## src/rtl/core/rmq_pkg.sv

```systemverilog
// Shared constants for the rotation matrix to quaternion block.
`default_nettype none
package rmq_pkg;

    // Default field format, signed Q2.14
    localparam int DATA_WIDTH_DEF = 16;
    localparam int FRAC_BITS_DEF  = 14;

    // Words held between the classify stage and the arithmetic pipeline
    localparam int QUEUE_DEPTH = 4;

    // Branch codes as reported on branch_taken
    localparam logic [1:0] BR_TRACE = 2'd0;
    localparam logic [1:0] BR_X     = 2'd1;
    localparam logic [1:0] BR_Y     = 2'd2;
    localparam logic [1:0] BR_Z     = 2'd3;

endpackage
`default_nettype wire

```

## src/rtl/core/rmq_queue.sv

```systemverilog
// Short queue between the classify stage and the arithmetic pipeline.
`default_nettype none
module rmq_queue #(
    parameter int EW = 8
) (
    input  wire logic          clk,
    input  wire logic          rst_n,
    input  wire logic          push,
    input  wire logic [EW-1:0] push_data,
    output logic               full,
    input  wire logic          pop,
    output logic               empty,
    output logic [EW-1:0]      head
);
    import rmq_pkg::*;

    localparam int PTRW = $clog2(QUEUE_DEPTH);

    logic [EW-1:0]   mem_reg [QUEUE_DEPTH];
    logic [PTRW-1:0] wr_reg, rd_reg;
    logic [PTRW:0]   cnt_reg;

    assign full  = (cnt_reg == (PTRW+1)'(QUEUE_DEPTH));
    assign empty = (cnt_reg == '0);
    assign head  = mem_reg[rd_reg];

    // Pointers and fill count
    always_ff @(posedge clk or negedge rst_n)
    begin
        if (!rst_n)
        begin
            wr_reg  <= '0;
            rd_reg  <= '0;
            cnt_reg <= '0;
        end
        else
        begin
            if (push)
            begin
                wr_reg <= wr_reg + 1'b1;
            end
            if (pop)
            begin
                rd_reg <= rd_reg + 1'b1;
            end
            if (push && !pop)
            begin
                cnt_reg <= cnt_reg + 1'b1;
            end
            else if (pop && !push)
            begin
                cnt_reg <= cnt_reg - 1'b1;
            end
        end
    end

    // Storage
    always_ff @(posedge clk)
    begin
        if (push)
        begin
            mem_reg[wr_reg] <= push_data;
        end
    end

endmodule
`default_nettype wire

```

## config.mk

```make
export PLATFORM = sky130hd
export DESIGN_NAME = rmq_queue
export DESIGN_NICKNAME = d
export VERILOG_FILES = /design/src/rtl/core/rmq_pkg.sv /design/src/rtl/core/rmq_queue.sv
export SDC_FILE = /design/constraint.sdc
export NUM_CORES = 1
export LEC_CHECK = 0
export ABC_AREA = 1
export BUFFER_PORTS_ARGS = -buffer_cell sky130_fd_sc_hd__buf_2
export CORE_MARGIN = 2
export CORE_UTILIZATION = 34
export DETAILED_ROUTE_END_ITERATION = 10
export PLACE_DENSITY_LB_ADDON = 0.15
export SYNTH_ARGS = -nofsm -noshare
export SYNTH_HDL_FRONTEND = slang
export SYNTH_SLANG_ARGS = --single-unit
```

## constraint.sdc

```tcl
create_clock -name clk -period 1.1 [get_ports clk]
set_input_delay 0.11 -clock clk [delete_from_list [all_inputs] [get_ports clk]]
set_output_delay 0.11 -clock clk [all_outputs]
set_load 0.01 [all_outputs]
```

# [Yosys cells after proc, flatten, opt, wreduce, memory -nomap -nowiden]
# Memories as Yosys holds them, arrays and structs flattened.
# Cells that the tools add are included.
[word_totals] ff_bits=7 mem_bits_rw=32 output_inout_bits=10 wordCells=19 mem_count=1
[classes] n_addsub=4 eq_ne=1 muxes=4 reduce_logical=6
[mem_list] name="mem_reg" depth=4 width=8 read_ports=1 rd_ports_with_merged_regs=0 write_ports=1 line="rmq_queue.sv:19" text="logic [EW-1:0] mem_reg [QUEUE_DEPTH];"
[ops] operator="two-way mux 3 bit" count=2
[ops] operator="adder 2 x 1 -> 2 bit, second input constant" count=2
[ops] operator="adder 3 x 1 -> 3 bit, second input constant" count=1
[ops] operator="== test 3 bit, second input constant" count=1
[ops] operator="zero test 3 bit" count=1
[ops] operator="subtractor 3 x 1 -> 3 bit, second input constant" count=1
[ops] operator="logical AND 1 bit" count=2
[ops] operator="zero test 1 bit" count=2
[ops] operator="two-way mux 1 bit" count=2
[ops] operator="nonzero test 2 bit" count=1

# [Depth between registers and ports, before layout]
[logic_depth] depth_word=4 depth_mapped=9

# [Worst setup path before layout]
# No wires, ideal clock.
[synth_timing] kind="flip-flop to flip-flop" start="register cnt_reg[0]" end="register cnt_reg[2]" setup_time_ns=0.117 t_arrival_ns=1.075 required_time_ns=0.983 setup_slack_ns=-0.092 stages_incl_launch_ff=6 path_buffers=0 synth_period_minus_slack_ns=1.192 cell_sequence="dfrtp_1 -> fa_1 -> nand2_1 -> nand3_1 -> nand2_1 -> nand2_1"
[synth_via] elab_chain_cells=3 word_cells_on_any_way=4
[synth_rtl] item="from (decl)" line="rmq_queue.sv:21" text="logic [PTRW:0] cnt_reg;"
[synth_rtl] item="from (signal assigned)" line="rmq_queue.sv:48" text="cnt_reg <= cnt_reg + 1'b1;"
[synth_rtl] item="from (signal assigned)" line="rmq_queue.sv:52" text="cnt_reg <= cnt_reg - 1'b1;"
[synth_rtl] item="subtractor 3 x 1 -> 3 bit" line="rmq_queue.sv:52"
[synth_rtl] item="two-way mux 3 bit" line="rmq_queue.sv:50" text="else if (pop && !push)"
[synth_rtl] item="two-way mux 3 bit (*)" line="rmq_queue.sv:46" text="if (push && !pop)"
# Every way passes the cells marked *; elsewhere a longest branch is shown, timed or not. The select of a mux whose other input is x is not followed.
# A chain may end at the register's enable or synchronous reset.

# [Worst setup path in the final report]
[layout_timing] start="register rd_reg[0]" end="output head[3]"
[layout_via] elab_chain_cells=1
[layout_rtl] item="from (decl)" line="rmq_queue.sv:20" text="logic [PTRW-1:0] wr_reg, rd_reg;"
[layout_rtl] item="from (signal assigned)" line="rmq_queue.sv:44" text="rd_reg <= rd_reg + 1'b1;"
[layout_rtl] item="memory (4 x 8 bit)"
[layout_rtl] item="to (decl)" line="rmq_queue.sv:13" text="output logic [EW-1:0] head"
# No other way between the ends.

==> impl_metrics.toml <==
[critical_path]
crit_type = "reg -> out"
crit_path_top_delay_cell = "dfrtp_1"
cpPeakStageDelay_ps = 400
cp_data_arrival_time_ps = 1260
critPathMaxFanout = 34
crit_required_ps = 990
path_cells = "buf_12, o211ai_1, nand2_1, buf_2"
worst_setup_path_end_kind = "output port"
start_kind = "flip-flop"

[place]
dp.cells = 234
gp_congestion = 0.698
dp_hpwl_mm = 2.11
io_buffers = 21
placed_area_sq_um = 1950

[final_layout]
final_area_sq_um = 2210
num-fill-cells = 447
final_cell_count_no_fill = 247
fin_util_pct = 46.2
largest_reg_flops = 32
n_antenna_cell = 0
drive_gt1_share_pct = 37.2
area_growth_pct = 29.6
final_nets = 197

[yosys]
syn_avg_cell_area_sq_um = 12.1
ys_ff_latch = 39
synth_ff_type = "edfxtp_1"
ys.warnings.count = 0
ys_seq_area_share_pct = 66.6
synth-edff-count = 32
synth_nets = 159
synth_cell_types = 18
netlist_area_sq_um = 1710
synthCells = 141
synthArstFlopShare_pct = 17.9

[floorplanning]
design.core.area_sq_um = 4790
die_height_um = 74.9
initial_core_util_pct = 35.7
rows = 25
dieArea_sq_um = 5600
io_pins = 22
die_w_um = 74.9

[outcome]
status = "finished, violations left"
violations = "setup timing"

[cts]
path_clk_slew_ps = 70
clk_latency_ps = 280
cts_max_path_buffers = 2
htreeDepth = 2
cts_inserted_buffers = 5
root_buffer = "clkbuf_8"
cts_tree = "built"
cts_sinks = 39

[grt]
grt_start_max_net_pins = 35
grt_antenna_before_repair = 0
grt_pass1_vias = 1100
grt_pass1_wl_mm = 5.22
overflow = 0
track_usage_pct = 13.1

[min_path]
hp-class = "in -> reg"

[timing]
setup_ws_ps = -269
slew_violations = 0
relSlewSlack_pct = 86.0
final_hold_viol_count = 0
hold_ws_ps = 39.4
fin_worst_skew_ps = 3.15
tightest_slew_ps = 210
fmax_ghz = 0.731
post-route-min-period_ps = 1370
finalCritPeriodShare_pct = 124
finalSetupViolCount = 38
rsz0062_at_grt = "true"

[routing]
via_count = 1078
post_drt_wl_per_cell_um = 13.0
vias_per_cell = 4.36
route.detailed.drc = 0
drt-pass1-iter-count = 4
first_iter_violations = 49
wirelength_mm = 3.20
drtAntennaViolNets = 0

[power]
p_leak_uw = 0.000950
power_per_cell_area_nw_per_um2 = 2530
ir_drop_uv = 1490

[flow_run]
cap_violations = 0
worst paths after layout:
path / slack, ps / endpoint / startpoint / cells after the start
max in group asynchronous: 730 / wr_reg[1] / rst_n / 2
worst max-delay path: -270 / head[3] / rd_reg[0] / 4
min in group asynchronous: 190 / cnt_reg[2] / rst_n / 2
worst min-delay path: 40 / mem_reg[3][1] / push_data[1] / 1
worst max register to register: -60 / cnt_reg[2] / cnt_reg[0] / 5
worst min register to register: 540 / cnt_reg[2] / cnt_reg[2] / 2
report_power, final:
group	switching (uW)	total (uW)	internal, uW
registers	234	2220	1990
clock network	472	917	445
logic	1310	2450	1150
total	2010	5590	3580
routing by layer:
layer,global-route usage (%),part of all wire (%),wire length [um]
met1,15.9,44,1390
met3,2.81,3.0,97
met5,0,0,0
met4,6.15,1.9,60
met2,22.3,52,1650
metrics by stage:
stage | TNS, ps | setup slack (ps) | total power [uW]
finish | -2900 | -269 | 5590
global route | -5040 | -369 | 6020
CTS | -3120 | -283 | 5530
detailed placement | -2430 | -119 | 4220
global placement | -1200 | -74.6 | 4140
floorplan | -66.8 | -45.1 | 3470
cell type report:
cell class                      count  area (sq um)  area share [%]
Timing Repair Buffer               37           268            12.1
Clock inverter                      1          5.00           0.226
Inverter                           28           135            6.11
Clock buffer                        7          76.3            3.45
Multi-Input combinational cell     68           505            22.9
Sequential cell                    39          1140            51.5
Tap cell                           67          83.8            3.79
kinds of logic (layout without fill, tap and decap cells):
family	after synthesis	after routing	synth area share (%)
adder cells (fa/ha/maj)	6	6	4.84
buffers and inverters	34	73	9.53
flip-flops	39	39	66.6
AO/OA/AOI/OAI	17	17	7.62
AND/OR/NAND/NOR	41	41	9.38
XOR/XNOR	4	4	2.05
worst max-delay path: cells and delay by family, from the launching register on:
family | cells | cell delay [ps]
simple gates | 1 | 80
buf+inv | 2 | 310
flops | 1 | 400
compound gates | 1 | 180
cell usage after synthesis, drive strengths merged, types with 2 or more instances:
| master | number | area share, % |
|---|---|---|
| xor2 | 3 | 1.5 |
| inv | 28 | 6.3 |
| nand2 | 37 | 8.1 |
| dfrtp | 7 | 10 |
| nor3 | 2 | 0.59 |
| edfxtp | 32 | 56 |
| o211ai | 16 | 7.3 |
| buf | 5 | 2.9 |
| ha | 5 | 3.7 |
repair_timing:
action,in CTS,in global routing
resized for setup,32,9
buffers inserted,3,1
endpoints found under the hold margin,7,0
pin swaps,16,9
hold buffers,1,0
setup endpoints to repair,44,44
layout by cell type, fill, tap and decap left out:
cell type / instances
edfxtp_1: 32
nand2_1: 31
buf_2: 21
inv_1: 20
o211ai_1: 15
buf_4: 9
clkbuf_8: 5
dfrtp_1: 5
ha_4: 4
buf_6: 4
inv_4: 3
nand2_4: 3
inv_8: 3
nand2_2: 3
xor2_1: 3
nor3_2: 2
inv_2: 2
clkbuf_1: 2
buf_12: 2
dfrtp_2: 2
o211ai_2: 1
xnor2_1: 1
o21ai_1: 1
nand3_2: 1
nand4_1: 1
fa_2: 1
ha_1: 1
clkinv_2: 1
dlygate4sd3_1: 1
(Power assumes the default switching activity.)
