File: config.mk
export PLATFORM = sky130hd
export DESIGN_NAME = rmq_front_flat
export DESIGN_NICKNAME = d
export VERILOG_FILES = /design/src/rtl/core/rmq_pkg.sv /design/src/rtl/core/rmq_mat_if.sv /design/src/rtl/core/rmq_front.sv /design/src/flat_wrapper.sv
export SDC_FILE = /design/constraint.sdc
export NUM_CORES = 1
export LEC_CHECK = 0
export ABC_CLOCK_PERIOD_IN_PS = 4300
export BUFFER_PORTS_ARGS = -buffer_cell sky130_fd_sc_hd__buf_2
export CAP_MARGIN = 20
export CORE_UTILIZATION = 60
export CTS_CLUSTER_DIAMETER = 100
export DETAILED_ROUTE_END_ITERATION = 8
export PLACE_DENSITY = 0.82
export SETUP_SLACK_MARGIN = 0.3
export SKIP_LAST_GASP = 1
export SYNTH_ARGS = -nofsm -noshare
export SYNTH_HDL_FRONTEND = slang
export SYNTH_SLANG_ARGS = --single-unit
File: constraint.sdc
create_clock -name clk -period 4.3 [get_ports clk]
set_clock_uncertainty 0.2 [all_clocks]
set_input_delay 0.86 -clock clk [delete_from_list [all_inputs] [get_ports clk]]
set_output_delay 0.86 -clock clk [all_outputs]
set_load 0.02 [all_outputs]
File: src/rtl/core/rmq_pkg.sv
// Shared constants for the rotation matrix to quaternion block.
`default_nettype none
package rmq_pkg;

    // Default field format, signed Q2.14
    localparam int DATA_WIDTH_DEF = 16;
    localparam int FRAC_BITS_DEF  = 14;

    // Words held between the classify stage and the arithmetic pipeline
    localparam int QUEUE_DEPTH = 4;

    // Branch codes as reported on branch_taken
    localparam logic [1:0] BR_TRACE = 2'd0;
    localparam logic [1:0] BR_X     = 2'd1;
    localparam logic [1:0] BR_Y     = 2'd2;
    localparam logic [1:0] BR_Z     = 2'd3;

endpackage
`default_nettype wire

File: src/rtl/core/rmq_mat_if.sv
// Matrix channel: valid/ready handshake with nine signed matrix elements.
`default_nettype none
interface rmq_mat_if #(parameter int DW = rmq_pkg::DATA_WIDTH_DEF);
    logic                 valid;
    logic                 ready;
    logic signed [DW-1:0] m00, m01, m02, m10, m11, m12, m20, m21, m22;

    modport source (output valid, m00, m01, m02, m10, m11, m12, m20, m21, m22,
                    input ready);
    modport sink   (input valid, m00, m01, m02, m10, m11, m12, m20, m21, m22,
                    output ready);
endinterface
`default_nettype wire

File: src/rtl/core/rmq_front.sv
// Front end: accepts a matrix word, picks the branch and forms root argument and sums.
`default_nettype none
module rmq_front #(
    parameter int DW = rmq_pkg::DATA_WIDTH_DEF,
    parameter int FB = rmq_pkg::FRAC_BITS_DEF,
    parameter int EW = (DW + 3) + 3 * (DW + 1) + 3
) (
    input  wire logic          clk,
    input  wire logic          rst_n,
    rmq_mat_if.sink            mat,
    output logic               push,
    output logic [EW-1:0]      push_data,
    input  wire logic          full
);
    import rmq_pkg::*;

    localparam int AW  = DW + 3;
    localparam int DEW = DW + 1;
    localparam logic signed [AW-1:0] ONE = AW'(1) << FB;

    logic                  valid_reg;
    logic [EW-1:0]         data_reg;
    logic                  take;

    logic signed [AW-1:0]  trace, a_ii, a_jj, a_kk, arg;
    logic [1:0]            br;
    logic                  dg;
    logic signed [DEW-1:0] da, db, dc;

    // Classify: trace test, largest diagonal (lower index wins ties)
    always_comb
    begin
        trace = AW'(mat.m00) + AW'(mat.m11) + AW'(mat.m22);
        if (trace > 0)
        begin
            br = BR_TRACE;
        end
        else if (mat.m22 > ((mat.m11 > mat.m00) ? mat.m11 : mat.m00))
        begin
            br = BR_Z;
        end
        else if (mat.m11 > mat.m00)
        begin
            br = BR_Y;
        end
        else
        begin
            br = BR_X;
        end

        a_ii = AW'(mat.m00);
        a_jj = AW'(mat.m11);
        a_kk = AW'(mat.m22);
        unique case (br)
            BR_TRACE:
            begin
                da = DEW'(mat.m21) - DEW'(mat.m12);
                db = DEW'(mat.m02) - DEW'(mat.m20);
                dc = DEW'(mat.m10) - DEW'(mat.m01);
            end
            BR_X:
            begin
                da = DEW'(mat.m21) - DEW'(mat.m12);
                db = DEW'(mat.m10) + DEW'(mat.m01);
                dc = DEW'(mat.m20) + DEW'(mat.m02);
            end
            BR_Y:
            begin
                a_ii = AW'(mat.m11);
                a_jj = AW'(mat.m22);
                a_kk = AW'(mat.m00);
                da = DEW'(mat.m02) - DEW'(mat.m20);
                db = DEW'(mat.m21) + DEW'(mat.m12);
                dc = DEW'(mat.m01) + DEW'(mat.m10);
            end
            default:
            begin
                a_ii = AW'(mat.m22);
                a_jj = AW'(mat.m00);
                a_kk = AW'(mat.m11);
                da = DEW'(mat.m10) - DEW'(mat.m01);
                db = DEW'(mat.m02) + DEW'(mat.m20);
                dc = DEW'(mat.m12) + DEW'(mat.m21);
            end
        endcase

        // Root argument with clamp to one LSB
        dg = 1'b0;
        if (br == BR_TRACE)
        begin
            arg = trace + ONE;
        end
        else
        begin
            arg = a_ii - a_jj - a_kk + ONE;
            if (arg <= 0)
            begin
                arg = AW'(1);
                dg  = 1'b1;
            end
        end
    end

    // One-word holding stage ahead of the queue
    assign push      = valid_reg && !full;
    assign mat.ready = !valid_reg || !full;
    assign take      = mat.valid && mat.ready;
    assign push_data = data_reg;

    always_ff @(posedge clk or negedge rst_n)
    begin
        if (!rst_n)
        begin
            valid_reg <= 1'b0;
        end
        else if (mat.ready)
        begin
            valid_reg <= mat.valid;
        end
    end

    always_ff @(posedge clk)
    begin
        if (take)
        begin
            data_reg <= {arg, da, db, dc, br, dg};
        end
    end

endmodule
`default_nettype wire

File: src/flat_wrapper.sv
// flat-port wrapper written by rule: the top's interface ports become plain ports
module rmq_front_flat import rmq_pkg::*;
#(
    parameter int DW = rmq_pkg::DATA_WIDTH_DEF,
    parameter int FB = rmq_pkg::FRAC_BITS_DEF,
    parameter int EW = (DW + 3) + 3 * (DW + 1) + 3
)
  (clk, rst_n, push, push_data, full, mat_valid, mat_m00, mat_m01, mat_m02, mat_m10, mat_m11, mat_m12, mat_m20, mat_m21, mat_m22, mat_ready);
  rmq_mat_if #(.DW(DW)) mat_i ();
  input  wire logic clk;
  input  wire logic rst_n;
  output logic push;
  output logic [EW-1:0] push_data;
  input  wire logic full;
  input wire logic [$bits(mat_i.valid)-1:0] mat_valid;
  input wire logic [$bits(mat_i.m00)-1:0] mat_m00;
  input wire logic [$bits(mat_i.m01)-1:0] mat_m01;
  input wire logic [$bits(mat_i.m02)-1:0] mat_m02;
  input wire logic [$bits(mat_i.m10)-1:0] mat_m10;
  input wire logic [$bits(mat_i.m11)-1:0] mat_m11;
  input wire logic [$bits(mat_i.m12)-1:0] mat_m12;
  input wire logic [$bits(mat_i.m20)-1:0] mat_m20;
  input wire logic [$bits(mat_i.m21)-1:0] mat_m21;
  input wire logic [$bits(mat_i.m22)-1:0] mat_m22;
  output wire logic [$bits(mat_i.ready)-1:0] mat_ready;
  assign mat_i.valid = mat_valid;
  assign mat_i.m00 = mat_m00;
  assign mat_i.m01 = mat_m01;
  assign mat_i.m02 = mat_m02;
  assign mat_i.m10 = mat_m10;
  assign mat_i.m11 = mat_m11;
  assign mat_i.m12 = mat_m12;
  assign mat_i.m20 = mat_m20;
  assign mat_i.m21 = mat_m21;
  assign mat_i.m22 = mat_m22;
  assign mat_ready = mat_i.ready;
  rmq_front #(.DW(DW), .FB(FB), .EW(EW)) u_core (.clk(clk), .rst_n(rst_n), .mat(mat_i), .push(push), .push_data(push_data), .full(full));
endmodule
==> results of run 1 <==
-- metal layers --
layer,GRT usage,GRT overflow
met1,0.765,1
met2,0.929,32
met3,0.619,3
met4,0.739,34
met5,0.250,0
-- logic make-up after synthesis --
logic type                 after synthesis  share of synthesized area
buffers and inverters                  232                     0.0748
adders and majority gates              218                      0.243
and+or+nand+nor                        332                      0.130
muxes                                   49                     0.0396
xor gates and xnor gates               102                     0.0717
DFF                                     74                      0.178
AOI/OAI and AO/OA                      479                      0.262
other                                    1                   0.000301
-- metrics by stage --
stage | setup WS (ps) | cell area, um2 | cells | TNS (ps) | hold slack, ps
after floorplan | -3930 | 12700 | 1487 | -114590 | 364
after global placement | -3930 | 15500 | 2136 | -149710 | 293
after detailed placement | -4250 | 15500 | 2136 | -162050 | 319
after CTS | -3550 | 17300 | 2219 | -139780 | 65.9
-- what timing repair did --
action	in CTS
cloned	13
pin swaps	66
hold buffers	0
setup endpoints to repair	72
gates resized for setup	180
buffers inserted	55
==> results.json, run 1 <==
{
  "synth_seq_area_share": 0.178,
  "dpl.hpwl_mm": 34.3,
  "start_util": 0.614,
  "cts_buffers": 9,
  "synth_common_cells": "ha_1 (178), inv_1 (149), nor2_1 (126)",
  "worst-ep-kind": "sequential cell input",
  "grt_usage": 0.761,
  "routabilityCongestion": 1.04,
  "netlist_instances": 1487,
  "status": "did not finish",
  "yosys.area.top_type": "ha_1",
  "synthFlopType": "edfxtp_1",
  "fp.dieW_um": 146,
  "synthTopCellsByArea": "ha_1 (18%), edfxtp_1 (18%), fa_1 (6.4%)",
  "clockBufferDepth": 2,
  "grt_max_degree": 74,
  "synth-edff-count": 73,
  "syn-num-nets": 1853,
  "synth_top_area_frac": 0.179,
  "port_buffers": 222,
  "cts-root-buf": "clkbuf_16",
  "grt.overflow.total": 70,
  "die_h_um": 146,
  "synth_area_um2": 12500,
  "ios": 223,
  "firstError": "[ERROR GRT-0232] Routing congestion too high. Check the congestion heatmap in the GUI.",
  "clock_sinks": 74,
  "synth_most_common_cell": "ha_1",
  "ys_ff_latch": 74,
  "avgSynthCellArea_um2": 8.38,
  "synth.distinct_cells": 86,
  "synth_warnings": 0,
  "cts.htree.levels": 3,
  "lastStage": "global routing",
  "row_count": 52,
  "crit_endpoint": "u_core.push_data[69]$_DFFE_PP_/D",
  "async_reset_ff_frac": 0.0135
}
==> inputs of run 2 (changes only) <==
Settings changed: CORE_UTILIZATION 60 to 40, CTS_CLUSTER_DIAMETER 100 to unset, PLACE_DENSITY 0.82 to unset, PLACE_DENSITY_LB_ADDON set to 0.15, SETUP_SLACK_MARGIN 0.3 to unset.
==> results.json, run 2 <==
{
  "ir_worst_vdd_uv": 658,
  "finalWorstSetupSlack_ps": -3740,
  "dp_cells": 2281,
  "grt_max_degree": 74,
  "end_kind": "register",
  "synth_seq_area_share": 0.178,
  "final_cell_mix": "buf_4 (270), buf_2 (212), ha_1 (160)",
  "synth_area_um2": 12500,
  "cts-root-buf": "clkbuf_16",
  "min_period_ps": 8040,
  "crit_slowest_cell": "fa_1",
  "die_h_um": 178,
  "netlist_instances": 1487,
  "largest_register_ffs": 73,
  "synthTopCellsByArea": "ha_1 (18%), edfxtp_1 (18%), fa_1 (6.4%)",
  "antenna_found_initial": 0,
  "clkLatencyLatePin_ps": 340,
  "violations": "negative setup slack",
  "tritoncts": "built",
  "p_leak_uw": 0.00831,
  "drt-initial-drc-count": 883,
  "fin_crit_sh": 1.87,
  "synth-edff-count": 73,
  "first_global_vias": 12800,
  "async_reset_ff_frac": 0.0135,
  "grt_pass1_wl_mm": 70.2,
  "nets": 2314,
  "fp.dieW_um": 178,
  "via_per_inst": 5.70,
  "syn-num-nets": 1853,
  "worstSetupStartpointType": "input port",
  "timing.slew.headroom": 0.270,
  "pre_cts_slack_ps": -4220,
  "slowest_delay_ps": 510,
  "grt_usage": 0.292,
  "r2r-end": "u_core.push_data[7]$_DFFE_PP_",
  "synth_common_cells": "ha_1 (178), inv_1 (149), nor2_1 (126)",
  "drive_above_1_share": 0.358,
  "synth_most_common_cell": "ha_1",
  "ant_nets": 0,
  "hold_ws_ps": 77.3,
  "clockBufferDepth": 2,
  "clk_pin_slew_ps": 70,
  "rrSetupSlack_ps": 2340,
  "dieArea_um2": 31800,
  "wire_per_inst_um": 20.2,
  "routabilityCongestion": 0.969,
  "power_per_cell_area_nw_per_um2": 712,
  "avgSynthCellArea_um2": 8.38,
  "start_util": 0.407,
  "worst-endpoint-arrival_ps": 7950,
  "final_cells": 2348,
  "core_um2": 30600,
  "final_common_cell": "buf_4",
  "area_growth_pct": 42.7,
  "r2r_start": "u_core.valid_reg$_DFFE_PN0N_",
  "worst_pin_slew_ps": 1090,
  "status": "finished with violations",
  "synth.distinct_cells": 86,
  "required_ps": 4210,
  "clock_sinks": 74,
  "cts_buffers": 9,
  "num_vias": 13400,
  "dpl.hpwl_mm": 36.8,
  "cts.htree.levels": 3,
  "yosys.area.top_type": "ha_1",
  "maxCapViolCount": 0,
  "reg2regPathDepth": 2,
  "rsz0062_at_grt": "true",
  "setup_violations": 72,
  "hold_viol": 0,
  "slew_viol_final": 0,
  "cts_hold_buf": 0,
  "grt.overflow.total": 0,
  "antennaDiodeCount": 0,
  "firstDrtPassIters": 6,
  "ys_ff_latch": 74,
  "row_count": 64,
  "drc": 0,
  "synth_warnings": 0,
  "hp-class": "in2async",
  "crit_path_max_fanout": 7,
  "final_util": 0.581,
  "wl_mm": 47.4,
  "criticalPathCategory": "in2reg",
  "synth_top_area_frac": 0.179,
  "synthFlopType": "edfxtp_1",
  "ios": 223,
  "fmax_mhz": 124,
  "port_buffers": 222
}
==> run 2: cell counts after synthesis <==
Identical to the previous run, type by type.
==> run 2: repair_timing <==
| item | CTS | global route |
|---|---|---|
| setup endpoints to repair | 72 | 72 |
| resized for setup | 182 | 61 |
| gates cloned | 11 | 0 |
| hold endpoints to repair | 0 | 0 |
| buffers inserted | 33 | 16 |
| pin swaps | 60 | 35 |
==> run 2: cell families (layout without fill, tap and decap cells) <==
| kind of cell | after synthesis | count (layout) | share of synthesized area |
|---|---|---|---|
| other | 1 | 1 | 0.000301 |
| DFF | 74 | 74 | 0.178 |
| AOI/OAI and AO/OA | 479 | 479 | 0.262 |
| and+or+nand+nor | 332 | 332 | 0.130 |
| xor gates and xnor gates | 102 | 102 | 0.0717 |
| adders and majority gates | 218 | 218 | 0.243 |
| buffers and inverters | 232 | 697 | 0.0748 |
| muxes | 49 | 49 | 0.0396 |
==> run 2: cell type report <==
class	count	area (um2)
sequential	74	2220
timing repair inverter	1	8.76
timing repair buffer	531	3930
clock buffer	11	233
multi-input combinational	1181	10300
fill	2751	12800
inverter	150	583
tap	396	495
clock inverter	4	43.8
==> run 2: power by group <==
part           switching (uW)  internal (uW)  total [uW]
logic                    5480           5220       10700
registers                58.9           1130        1190
clock network             330            444         773
==> run 2: worst max-delay path by stage <==
stage	start	to	slack, ps	cells past startpoint
after floorplan	mat_m00[6]	u_core.push_data[54]$_DFFE_PP_	-3930	40
after detailed placement	mat_m22[1]	u_core.push_data[54]$_DFFE_PP_	-4220	39
after global routing	mat_m11[6]	u_core.push_data[70]$_DFFE_PP_	-4010	40
after global placement	mat_m00[1]	u_core.push_data[54]$_DFFE_PP_	-4100	35
final	mat_m11[6]	u_core.push_data[54]$_DFFE_PP_	-3740	40
after CTS	mat_m22[1]	u_core.push_data[70]$_DFFE_PP_	-3560	41
==> run 2: worst max-delay path: cells and delay by family <==
family                     cells  cell delay [ps]
AOI/OAI and AO/OA             18             3310
buffers and inverters          9             1000
and+or+nand+nor                6              790
muxes                          1              290
adders and majority gates      6             1710
==> run 2: stage by stage <==
| stage | total power (uW) | area [um2] | TNS [ps] |
|---|---|---|---|
| 6_report | 12700 | 17800 | -136820 |
| 5_1_grt | 13500 | 17800 | -149120 |
| 4_1_cts | 12100 | 17400 | -125280 |
| 3_5_place_dp | 10200 | 15800 | -168050 |
| 3_3_place_gp | 10200 | 15800 | -159260 |
| 2_1_floorplan | 6090 | 12700 | -114590 |
==> run 2: metal layers <==
layer | vias to the layer above | global-route usage | routed length [um]
li1 | 6362 | - | -
met1 | 6362 | 0.373 | 20000
met2 | 556 | 0.481 | 21700
met3 | 102 | 0.0475 | 3510
met4 | 0 | 0.127 | 2120
met5 | - | 0 | 0
(Power assumes the default switching activity.)
